## src/design/rtype_integer_execute_unit_top_defines.svh

```systemverilog
// Assertion macros shared by the execute unit RTL.
`ifndef RTYPE_INTEGER_EXECUTE_UNIT_TOP_DEFINES_SVH
`define RTYPE_INTEGER_EXECUTE_UNIT_TOP_DEFINES_SVH

// Same-cycle implication, checked outside reset.
`define RIEU_ASSERT_SAME(lbl, ante, cons, msg) \
   lbl: assert property (@(posedge clock) disable iff (reset) (ante) |-> (cons)) \
      else $error(msg);

// Next-cycle implication, checked outside reset.
`define RIEU_ASSERT_NEXT(lbl, ante, cons, msg) \
   lbl: assert property (@(posedge clock) disable iff (reset) (ante) |=> (cons)) \
      else $error(msg);

`endif

```

## src/design/rieu_pkg.sv

```systemverilog
// Shared types, codes and constants of the R-type execute unit.
`timescale 1ns / 1ps
package rieu_pkg;

   localparam int unsigned IdxW = 23;

   localparam logic [31:0] TEXT_BASE  = 32'h1000_0000;
   localparam logic [31:0] TEXT_LIMIT = 32'h1100_0000;

   localparam logic [1:0] REQ_EXEC  = 2'd0;
   localparam logic [1:0] REQ_WRITE = 2'd1;
   localparam logic [1:0] REQ_SETPC = 2'd2;
   localparam logic [1:0] REQ_RSVD  = 2'd3;

   localparam logic [1:0] ST_OK   = 2'd0;
   localparam logic [1:0] ST_OVF  = 2'd1;
   localparam logic [1:0] ST_RSV  = 2'd2;
   localparam logic [1:0] ST_JUMP = 2'd3;

   localparam logic [5:0] FN_SLL   = 6'h00;
   localparam logic [5:0] FN_SRL   = 6'h02;
   localparam logic [5:0] FN_SRA   = 6'h03;
   localparam logic [5:0] FN_SLLV  = 6'h04;
   localparam logic [5:0] FN_SRLV  = 6'h06;
   localparam logic [5:0] FN_SRAV  = 6'h07;
   localparam logic [5:0] FN_JR    = 6'h08;
   localparam logic [5:0] FN_JALR  = 6'h09;
   localparam logic [5:0] FN_MFHI  = 6'h10;
   localparam logic [5:0] FN_MTHI  = 6'h11;
   localparam logic [5:0] FN_MFLO  = 6'h12;
   localparam logic [5:0] FN_MTLO  = 6'h13;
   localparam logic [5:0] FN_MULT  = 6'h18;
   localparam logic [5:0] FN_MULTU = 6'h19;
   localparam logic [5:0] FN_DIV   = 6'h1A;
   localparam logic [5:0] FN_DIVU  = 6'h1B;
   localparam logic [5:0] FN_ADD   = 6'h20;
   localparam logic [5:0] FN_ADDU  = 6'h21;
   localparam logic [5:0] FN_SUB   = 6'h22;
   localparam logic [5:0] FN_SUBU  = 6'h23;
   localparam logic [5:0] FN_AND   = 6'h24;
   localparam logic [5:0] FN_OR    = 6'h25;
   localparam logic [5:0] FN_XOR   = 6'h26;
   localparam logic [5:0] FN_SLT   = 6'h2A;
   localparam logic [5:0] FN_SLTU  = 6'h2B;

   // Commands from the controller to the datapath.
   typedef struct packed {
      logic load;
      logic read;
      logic exec;
      logic mul_done;
      logic div_step;
      logic div_done;
      logic commit;
   } cmd_type;

   // Status from the datapath to the controller.
   typedef struct packed {
      logic mul_op;
      logic div_op;
      logic div_last;
   } stat_type;

endpackage

```

## src/design/rieu_ctrl.sv

```systemverilog
// Sequencing state machine of the execute unit.
`timescale 1ns / 1ps
module rieu_ctrl (
   input  logic               clock,
   input  logic               reset,
   input  logic               req_valid,
   output logic               req_ready,
   output logic               rsp_valid,
   input  logic               rsp_ready,
   input  rieu_pkg::stat_type stat,
   output rieu_pkg::cmd_type  cmd
);

   typedef enum logic [6:0] {
      S_IDLE = 7'b0000001,
      S_READ = 7'b0000010,
      S_EXEC = 7'b0000100,
      S_MUL  = 7'b0001000,
      S_DIV  = 7'b0010000,
      S_DFIX = 7'b0100000,
      S_WB   = 7'b1000000
   } state_type;

   state_type state_ff, state_in;
   logic      rsp_valid_ff, rsp_valid_in;
   logic      slot_free;

   assign slot_free = !rsp_valid_ff || rsp_ready;
   assign req_ready = (state_ff == S_IDLE);
   assign rsp_valid = rsp_valid_ff;

   always_comb begin
      state_in = state_ff;
      cmd      = '0;
      case (state_ff)
         S_IDLE: begin
            if (req_valid) begin
               cmd.load = 1'b1;
               state_in = S_READ;
            end
         end
         S_READ: begin
            cmd.read = 1'b1;
            state_in = S_EXEC;
         end
         S_EXEC: begin
            cmd.exec = 1'b1;
            if (stat.mul_op)      state_in = S_MUL;
            else if (stat.div_op) state_in = S_DIV;
            else                  state_in = S_WB;
         end
         S_MUL: begin
            cmd.mul_done = 1'b1;
            state_in = S_WB;
         end
         S_DIV: begin
            cmd.div_step = 1'b1;
            if (stat.div_last) state_in = S_DFIX;
         end
         S_DFIX: begin
            cmd.div_done = 1'b1;
            state_in = S_WB;
         end
         S_WB: begin
            if (slot_free) begin
               cmd.commit = 1'b1;
               state_in = S_IDLE;
            end
         end
         default: state_in = S_IDLE;
      endcase
   end

   always_comb begin
      rsp_valid_in = rsp_valid_ff;
      if (cmd.commit)     rsp_valid_in = 1'b1;
      else if (rsp_ready) rsp_valid_in = 1'b0;
   end

   always_ff @(posedge clock) begin
      if (reset) begin
         state_ff     <= S_IDLE;
         rsp_valid_ff <= 1'b0;
      end else begin
         state_ff     <= state_in;
         rsp_valid_ff <= rsp_valid_in;
      end
   end

endmodule

```

## config.mk

```make
export PLATFORM = sky130hd
export DESIGN_NAME = rieu_ctrl
export DESIGN_NICKNAME = d
export VERILOG_FILES = /design/src/design/rtype_integer_execute_unit_top_defines.svh /design/src/design/rieu_pkg.sv /design/src/design/rieu_ctrl.sv
export SDC_FILE = /design/constraint.sdc
export NUM_CORES = 1
export LEC_CHECK = 0
export BUFFER_PORTS_ARGS = -buffer_cell sky130_fd_sc_hd__buf_4
export CAP_MARGIN = 20
export CORE_AREA = 2 2 39 41
export DETAILED_ROUTE_END_ITERATION = 8
export DIE_AREA = 0 0 41 43
export PLACE_DENSITY = 0.7
export SETUP_SLACK_MARGIN = 0.15
export SYNTH_ARGS = -nofsm -noshare
export SYNTH_HDL_FRONTEND = slang
export SYNTH_SLANG_ARGS = --single-unit
export TNS_END_PERCENT = 20
```

## constraint.sdc

```tcl
create_clock -name clock -period 3.2 [get_ports clock]
set_input_delay 0.64 -clock clock [delete_from_list [all_inputs] [get_ports clock]]
set_output_delay 0.64 -clock clock [all_outputs]
set_load 0.1 [all_outputs]
```

==> impl_metrics.py, run 1 <==
metrics = {
    "floorplanning": {
        "die_y_um": 43,
        "die_area_um2": 1760,
        "io_pins": 16,
        "placeableCoreArea_um2": 1380,
        "die_w_um": 41,
        "start_util": 0.360,
        "row_count": 14,
    },
    "sta": {
        "hold_ws_ns": 0.554,
        "skew_ns": 0.00306,
        "rsz0062_at_grt": "no",
        "finalSetupViolations": 0,
        "tightest_slew_ns": 0.380,
        "layout_worst_path_cycle_share": 0.699,
        "maxSlewHeadroom": 0.743,
        "finalCriticalPeriod_ns": 2.24,
        "drv_slew": 0,
        "hold_viol_final": 0,
        "timing.fmax_mhz": 447,
        "tns_ns": 0,
    },
    "worst_setup_path": {
        "cp.required_ns": 2.56,
        "critical_path_class": "reg -> out",
        "critPathCaptureType": "output port",
        "crit_arrival_ns": 1.60,
        "cp_max_fo": 5,
        "startpoint_type": "register",
    },
    "finish": {
        "layout_commonest_cell": "buf_4",
        "drive_gt1_frac": 0.373,
        "n_antenna_cell": 0,
        "area_delta_synth_final_pct": 28.1,
        "nNetsFinal": 76,
        "layout_common_cells": "buf_4, dfxtp_1, nor2_1",
        "nFillCells": 142,
    },
    "clocking": {
        "cts_setup_buffers": 0,
        "cts_tree": "built",
        "cts_sinks": 8,
        "cts-root-buf": "clkbuf_4",
        "clock_latency_ns": 0.26,
        "cts-resized-gates": 0,
        "ctsHoldBuffers": 0,
        "cts_buffers": 3,
        "cts_max_path_buffers": 2,
        "cts_htree_levels": 1,
        "clk_pin_slew_ns": 0.06,
    },
    "global_route": {
        "antenna_found_initial": 0,
        "grtUsageTotal": 0.155,
        "grt_pass1_wl_um": 1770,
        "grt_max_degree": 10,
        "grt_pass1_vias": 430,
        "overflow": 0,
    },
    "yosys": {
        "syn-instance-count": 51,
        "yosysUniqueCellTypes": 30,
        "synth_area_um2": 498,
        "yosys.area.top_type": "dfxtp_1",
        "ys_seq_area_frac": 0.322,
        "syn-num-nets": 58,
        "synth_top_area_share": 0.322,
        "synth-seq-cells": 8,
        "synth_edf_count": 0,
        "syn_area_per_cell_um2": 9.76,
        "synth_flop_cell": "dfxtp_1",
        "synthTopCellsByArea": "dfxtp_1, nor3_4, nor4b_4",
        "synth_async_sr_flop_share": 0,
        "yosysWarnings": 0,
    },
    "power": {
        "power_density_nw_per_um2": 505,
        "power_uw": 322,
        "peakVddDrop_v": 0.000391,
        "p_leak_uw": 0.000261,
    },
    "placed_design": {
        "gp_congestion": 0.744,
        "port_buffers": 15,
        "dp_hpwl_um": 864,
    },
    "routing": {
        "viasPerCell": 5.20,
        "drt-pass1-iter-count": 3,
        "drt_iter0_drc": 2,
        "totalWireLength_um": 1080,
        "route.vias.total": 432,
        "drc": 0,
        "wl_per_cell_um": 13.0,
        "detail-route-antenna-nets": 0,
    },
    "outcome": {
        "status": "finished clean",
    },
    "worst_hold_path": {
        "hold_class": "reg -> reg",
    },
    "job": {
        "cap_violations": 0,
    },
}
routing by layer:
layer	up-vias	part of all wire	GRT usage
met2	14	0.44	0.209
li1	225	-	-
met5	-	0	0
met3	6	0.043	0.0314
met4	0	0.048	0.147
met1	187	0.46	0.192
stage by stage:
step                std cells  worst slack (ns)  utilization  cell area [µm²]
finish                     83             0.963        0.461              638
global route               83             0.836        0.461              638
CTS                        83             0.954        0.461              638
global placement           80              1.27        0.445              616
floorplan                  51            -0.373            -              498
detailed placement         80              1.23        0.445              616
registers in the layout (all words and copies together) (netlist names):
signal     count
rsp_valid      1
state_ff       7
cell usage after synthesis, types with 2 or more instances:
library cell,number
dfxtp_1,8
nor2_1,4
and3_1,3
nor3b_1,3
a21oi_1,2
and2_1,2
buf_4,2
nand2_1,2
nand2b_1,2
nand3b_1,2
nor3_4,2
power breakdown:
part	total [µW]	switching (µW)	internal, µW
Clock	80.9	37.7	43.2
Sequential	119	12.9	106
Combinational	123	85.3	37.7
kinds of logic (layout without fill, tap and decap cells):
group,after synthesis,in the layout,share of synthesized area
xor gates and xnor gates,2,2,0.0352
AOI/OAI and AO/OA,7,7,0.103
and+or+nand+nor,31,31,0.502
DFF,8,8,0.322
buffers and inverters,3,19,0.0377
final cells by class:
type	instances	area [µm²]	area share
multi-input cells	40	319	0.500
flip-flops and latches	8	160	0.251
repair buffers	15	113	0.176
clock buffers	3	22.5	0.0353
well taps	16	20.0	0.0314
inverters	1	3.75	0.00588
critical path, stage by stage (launching register included):
cell     delay [ns]
dfxtp_1        0.47
nor4b_1        0.38
and2_1         0.20
buf_4          0.29
worst paths after layout:
path | from | end | slack (ns) | cells past startpoint
max | state_ff[1]$_SDFFE_PP0P_ | cmd[5] | 0.96 | 3
min | rsp_valid$_SDFFE_PP0P_ | rsp_valid$_SDFFE_PP0P_ | 0.55 | 2
max reg2reg | state_ff[6]$_SDFFE_PP0P_ | state_ff[3]$_SDFFE_PP0P_ | 1.81 | 3
min reg2reg | rsp_valid$_SDFFE_PP0P_ | rsp_valid$_SDFFE_PP0P_ | 0.55 | 2
Power figures use the tool's default switching activity.
==> run 2: changes to the inputs <==
--- a/config.mk
+++ b/config.mk
@@ -5,12 +5,13 @@
 export SDC_FILE = /design/constraint.sdc
 export NUM_CORES = 1
 export LEC_CHECK = 0
+export ABC_AREA = 1
 export BUFFER_PORTS_ARGS = -buffer_cell sky130_fd_sc_hd__buf_4
 export CAP_MARGIN = 20
 export CORE_AREA = 2 2 39 41
 export DETAILED_ROUTE_END_ITERATION = 8
 export DIE_AREA = 0 0 41 43
-export PLACE_DENSITY = 0.7
+export PLACE_DENSITY = 0.67
 export SETUP_SLACK_MARGIN = 0.15
 export SYNTH_ARGS = -nofsm -noshare
 export SYNTH_HDL_FRONTEND = slang
==> constraint.sdc (replaced) <==
create_clock -name clock -period 2.35 [get_ports clock]
set_input_delay 0.47 -clock clock [delete_from_list [all_inputs] [get_ports clock]]
set_output_delay 0.47 -clock clock [all_outputs]
set_load 0.1 [all_outputs]
==> run 2 against run 1 <==
Effect of this change:
- critical path depth increased by 3
- design area decreased by 2.4%
- core utilization decreased by 1.1 points
- worst setup slack got worse by 0.51 ns
- global-route usage decreased by 2.1 points
- final cell count increased by 25%
- via count increased by 5.8%
- critical path type unchanged
- first-iteration DRC count increased to 4.0 times the previous value
- die area unchanged
- flip-flop and latch count unchanged
- hold slack got worse by 0.13 ns
- non-clock buffer count unchanged
==> impl_metrics.py, run 2 <==
metrics = {
    "worst_setup_path": {
        "path_cells": "nor2_2 -> nand2_1 -> nor2_4 -> inv_1 -> nor2_4 -> buf_4",
        "crit_arrival_ns": 1.43,
        "cp_common_cell": "nor2_4",
        "max_stage_delay_ns": 0.32,
        "rrSetupSlack_ns": 1.22,
        "cp_top_family": "simple AND/OR/NAND/NOR gates",
        "critPathCaptureType": "output port",
        "startpoint_type": "register",
        "worst_r2r_startpoint": "state_ff[2]$_SDFFE_PP0P_",
        "cp_num_buf_inv": 2,
        "crit_start": "state_ff[2]$_SDFFE_PP0P_",
        "cp_max_fo": 4,
        "critPathSlowestCell": "dfxtp_1",
        "cp.required_ns": 1.88,
        "critical_path_class": "reg -> out",
    },
    "sta": {
        "timing.fmax_mhz": 526,
        "tns_ns": 0,
        "skew_ns": 0.00473,
        "rsz0062_at_grt": "no",
        "finalCriticalPeriod_ns": 1.90,
        "hold_viol_final": 0,
        "tightest_slew_ns": 0.280,
        "finalSetupViolations": 0,
        "maxSlewHeadroom": 0.815,
        "drv_slew": 0,
        "layout_worst_path_cycle_share": 0.809,
    },
    "yosys": {
        "yosysUniqueCellTypes": 14,
        "synthMuxAreaShare": 0,
        "synth-compound-area-share": 0.0269,
        "synth_edf_count": 0,
        "syn-num-nets": 78,
        "synthTopCellsByCount": "inv_1, nor2_1, nand2_1",
        "syn-instance-count": 71,
        "yosys.area.top_type": "dfxtp_1",
        "syn_area_per_cell_um2": 6.56,
        "synth_area_um2": 465,
        "yosysWarnings": 0,
        "synth-xor-area-share": 0,
        "synth-seq-cells": 8,
        "synth-simple-area-share": 0.500,
        "ys_seq_area_frac": 0.344,
        "synth_top_area_share": 0.344,
        "synthAdderAreaFrac": 0,
        "synth_flop_cell": "dfxtp_1",
        "synthTopCellsByArea": "dfxtp_1, inv_1, nor2_1",
        "synth_top_family_by_area": "simple AND/OR/NAND/NOR gates",
        "synth_async_sr_flop_share": 0,
    },
    "clocking": {
        "cts_htree_levels": 1,
        "cts_buffers": 3,
        "cts_setup_buffers": 0,
        "cts_tree": "built",
        "ctsHoldBuffers": 0,
        "cts_sinks": 8,
        "clock_latency_ns": 0.26,
        "cts_max_path_buffers": 2,
        "cts-root-buf": "clkbuf_4",
        "clk_pin_slew_ns": 0.05,
        "cts-resized-gates": 0,
    },
    "placed_design": {
        "port_buffers": 15,
        "gp_congestion": 0.763,
        "dp_hpwl_um": 772,
        "placedInstanceArea_um2": 601,
    },
    "finish": {
        "nNetsFinal": 97,
        "layout_commonest_cell": "buf_4",
        "drive_gt1_frac": 0.341,
        "largest_reg_flops": 7,
        "area_delta_synth_final_pct": 33.9,
        "layout_common_cells": "buf_4, inv_1, nor2_1",
        "design_area_um2": 623,
        "n_antenna_cell": 0,
        "largest_register": "state_ff",
    },
    "routing": {
        "totalWireLength_um": 926,
        "drt-pass1-iter-count": 3,
        "viasPerCell": 4.39,
        "wl_per_cell_um": 8.90,
        "drc": 0,
        "detail-route-antenna-nets": 0,
        "route.vias.total": 457,
        "drt_iter0_drc": 8,
    },
    "global_route": {
        "antenna_found_initial": 0,
        "grt_max_degree": 8,
        "grtUsageTotal": 0.135,
        "overflow": 0,
        "grt_pass1_wl_um": 1580,
        "grt_pass1_vias": 391,
    },
    "power": {
        "p_leak_uw": 0.000314,
        "peakVddDrop_v": 0.000266,
        "power_density_nw_per_um2": 569,
    },
    "floorplanning": {
        "start_util": 0.336,
        "die_y_um": 43,
        "die_area_um2": 1760,
        "io_pins": 16,
        "placeableCoreArea_um2": 1380,
        "row_count": 14,
        "die_w_um": 41,
    },
    "job": {
        "cap_violations": 0,
    },
    "outcome": {
        "status": "finished clean",
    },
    "worst_hold_path": {
        "hold_class": "in -> reg",
        "hold_start": "reset",
    },
}
[run 2: path summary, 6_finish.rpt]
path / end / cells after the start
hold reg to reg: state_ff[2]$_SDFFE_PP0P_ / 2
setup / recovery: cmd[6] / 6
setup reg to reg: state_ff[0]$_SDFFE_PP1P_ / 6
hold / removal: state_ff[4]$_SDFFE_PP0P_ / 2
[run 2: logic make-up after synthesis]
family                 Yosys count
DFF                              8
buffers and inverters           15
AOI/OAI and AO/OA                2
and+or+nand+nor                 46
[run 2: power by group]
group,internal [µW],switching (µW)
sequential,140,3.05
combinational,27.5,77.2
clock,58.5,48.3
total,226,129
[run 2: per-stage QoR]
step           hold WS, ns  total power (µW)  utilization  std cells  setup WS (ns)
6_report             0.426               355        0.450        104          0.449
3_5_place_dp         0.517               252        0.434        101          0.726
4_1_cts              0.424               359        0.450        104          0.443
2_1_floorplan        0.490               227            -         71         0.0118
3_3_place_gp         0.507               251        0.434        101          0.718
5_1_grt              0.436               371        0.450        104          0.339
[run 2: final cells by class]
type / count / area, µm²
fill: 146 / 761
inverter: 14 / 52.6
clock buffer: 3 / 22.5
sequential: 8 / 160
tap: 16 / 20.0
timing repair buffer: 15 / 113
multi-input combinational: 48 / 255
[run 2: worst reg2reg max path: cells and delay by family (launching register included)]
| family | cells | cell delay, ns |
|---|---|---|
| AO/OA/AOI/OAI | 1 | 0.08 |
| AND/OR/NAND/NOR | 5 | 0.62 |
| flip-flops | 1 | 0.32 |
[run 2: metal layers]
| layer | vias to the layer above | global-route usage | wire, µm |
|---|---|---|---|
| li1 | 251 | - | - |
| met1 | 188 | 0.194 | 465 |
| met2 | 13 | 0.166 | 366 |
| met3 | 5 | 0.0157 | 52 |
| met4 | 0 | 0.120 | 42 |
| met5 | - | 0 | 0 |
==> run 3: changes to the inputs <==
--- a/config.mk
+++ b/config.mk
@@ -5,13 +5,13 @@
 export SDC_FILE = /design/constraint.sdc
 export NUM_CORES = 1
 export LEC_CHECK = 0
-export ABC_AREA = 1
+export ABC_AREA = 0
 export BUFFER_PORTS_ARGS = -buffer_cell sky130_fd_sc_hd__buf_4
 export CAP_MARGIN = 20
 export CORE_AREA = 2 2 39 41
 export DETAILED_ROUTE_END_ITERATION = 8
 export DIE_AREA = 0 0 41 43
-export PLACE_DENSITY = 0.67
+export PLACE_DENSITY = 0.72
 export SETUP_SLACK_MARGIN = 0.15
 export SYNTH_ARGS = -nofsm -noshare
 export SYNTH_HDL_FRONTEND = slang
==> constraint.sdc (replaced) <==
create_clock -name clock -period 1.7 [get_ports clock]
set_input_delay 0.34 -clock clock [delete_from_list [all_inputs] [get_ports clock]]
set_output_delay 0.34 -clock clock [all_outputs]
set_load 0.1 [all_outputs]
==> run 3 against run 2 <==
Effect of this change:
- the run now ends with negative setup slack left
- wire length grew 32%
- worst setup slack lost 0.58 ns
- final cell count shrank 16%
- die area is the same
- clock power grew 36%
- sequential share of layout area shrank 4.7 points
- design area grew 32%
- largest power group is now combinational cells
- critical path type unchanged
- clock skew shrank 0.0031 ns
- sequential power grew 57%
- via count grew 3.9%
- highest routed layer is now met3
- register-to-register slack lost 0.87 ns
==> impl_metrics.py, run 3 (synthesis gave the netlist of run 1 again) <==
metrics = {
    "floorplanning": {
        "die_w_um": 41,
        "start_util": 0.360,
        "io_pins": 16,
        "placeableCoreArea_um2": 1380,
        "row_count": 14,
        "die_area_um2": 1760,
        "die_y_um": 43,
    },
    "worst_setup_path": {
        "rrSetupSlack_ns": 0.35,
        "crit_start": "state_ff[1]$_SDFFE_PP0P_",
        "cp-endpoint": "cmd[1]",
        "crit_arrival_ns": 1.49,
        "rr_worst_depth": 4,
        "cp.required_ns": 1.36,
        "worst_r2r_startpoint": "state_ff[1]$_SDFFE_PP0P_",
        "r2r-end": "state_ff[3]$_SDFFE_PP0P_",
        "critical_path_class": "reg -> out",
        "startpoint_type": "register",
        "cp_max_fo": 5,
        "critPathCaptureType": "output port",
    },
    "clocking": {
        "cts-root-buf": "clkbuf_4",
        "cts_max_path_buffers": 2,
        "clk_pin_slew_ns": 0.06,
        "ctsHoldBuffers": 0,
        "cts_htree_levels": 1,
        "clock_latency_ns": 0.25,
        "cts_tree": "built",
        "cts_buffers": 3,
        "cts_sinks": 8,
    },
    "placed_design": {
        "port_buffers": 15,
        "gp_congestion": 0.704,
        "dp_hpwl_um": 850,
        "post-place-cells": 83,
    },
    "finish": {
        "nFillCells": 120,
        "finalNonFillerCells": 87,
        "n_antenna_cell": 0,
        "nNetsFinal": 80,
        "area_delta_synth_final_pct": 65.1,
        "layout_common_cells": "buf_4, buf_12, nor2_1, dfxtp_2",
        "largest_register": "state_ff",
        "largest_reg_flops": 7,
        "register_area_um2": 173,
        "drive_gt1_frac": 0.606,
        "layout_commonest_cell": "buf_4",
        "multi_input_area_um2": 374,
    },
    "global_route": {
        "antenna_found_initial": 0,
        "grt_pass1_vias": 504,
        "grtUsageTotal": 0.177,
        "grt_pass1_wl_um": 2090,
        "overflow": 0,
        "grt_max_degree": 10,
    },
    "job": {
        "cap_violations": 0,
    },
    "sta": {
        "finalCriticalPeriod_ns": 1.83,
        "drv_slew": 0,
        "skew_ns": 0.00163,
        "timing.fmax_mhz": 546,
        "layout_setup_ws_ns": -0.131,
        "tightest_slew_ns": 0.349,
        "hold_viol_final": 0,
        "finalSetupViolations": 5,
        "maxSlewHeadroom": 0.767,
        "rsz0062_at_grt": "yes",
        "tns_ns": -0.420,
        "layout_worst_path_cycle_share": 1.08,
    },
    "worst_hold_path": {
        "hold_class": "in -> reg",
    },
    "outcome": {
        "failed_checks": "negative setup slack",
        "status": "complete, but fails checks",
    },
    "power": {
        "power_density_nw_per_um2": 796,
        "peakVddDrop_v": 0.000612,
        "p_leak_uw": 0.000320,
    },
    "routing": {
        "drt_iter0_drc": 3,
        "drt-pass1-iter-count": 2,
        "totalWireLength_um": 1220,
        "viasPerCell": 5.46,
        "wl_per_cell_um": 14.1,
        "route.vias.total": 475,
        "drc": 0,
        "detail-route-antenna-nets": 0,
    },
}
-- run 3: how the worst min path moves through the flow --
stage | start | to | cells after the start
2_1_floorplan | reset | rsp_valid$_SDFFE_PP0P_ | 1
3_3_place_gp | rsp_valid$_SDFFE_PP0P_ | rsp_valid$_SDFFE_PP0P_ | 2
3_5_place_dp | rsp_valid$_SDFFE_PP0P_ | rsp_valid$_SDFFE_PP0P_ | 2
4_1_cts | reset | state_ff[4]$_SDFFE_PP0P_ | 2
5_1_grt | reset | state_ff[4]$_SDFFE_PP0P_ | 2
6_report | reset | state_ff[4]$_SDFFE_PP0P_ | 2
-- run 3: where the power goes --
part / switching [µW] / total, µW / internal (µW) / leakage, µW
combinational: 179 / 286 / 107 / 0.000238
sequential: 25.4 / 224 / 198 / 0.0000676
clock: 63.9 / 145 / 80.8 / 0.0000138
total: 268 / 655 / 387 / 0.000320
-- run 3: through the flow --
| stage | power, µW | setup WS (ns) | hold slack (ns) | instance area (µm²) | util |
|---|---|---|---|---|---|
| after floorplan | 426 | -0.207 | 0.409 | 527 | - |
| after global placement | 472 | 0.119 | 0.524 | 667 | 0.482 |
| after detailed placement | 478 | 0.0420 | 0.534 | 667 | 0.482 |
| after CTS | 661 | -0.137 | 0.262 | 801 | 0.579 |
| after global routing | 687 | -0.217 | 0.264 | 822 | 0.594 |
| final | 655 | -0.131 | 0.276 | 822 | 0.594 |
-- run 3: area by class of cell --
class / count / area share
inverters: 1 / 0.00457
clock buffers: 3 / 0.0274
repair buffers: 19 / 0.279
multi-input cells: 40 / 0.455
flip-flops and latches: 8 / 0.210
well taps: 16 / 0.0244
-- run 3: per-layer routing --
metal / vias up / wire length (µm) / track usage
li1: 229 / - / -
met1: 236 / 482 / 0.209
met2: 10 / 702 / 0.288
met3: 0 / 38 / 0.0524
met4: 0 / 0 / 0.0600
met5: - / 0 / 0
-- run 3: worst max-delay path, cell delays in order (launching register included) --
cell and delay [ns]:
dfxtp_2 0.35, nor3_4 0.30, nand2_2 0.14, nor3b_4 0.24
buf_12 0.20
-- run 3: repair_timing --
item	4_1_cts	5_1_grt
hold endpoints to repair	0	0
pin swaps	6	2
endpoints found under the setup margin	8	8
buffers inserted	1	0
gates resized for setup	29	6
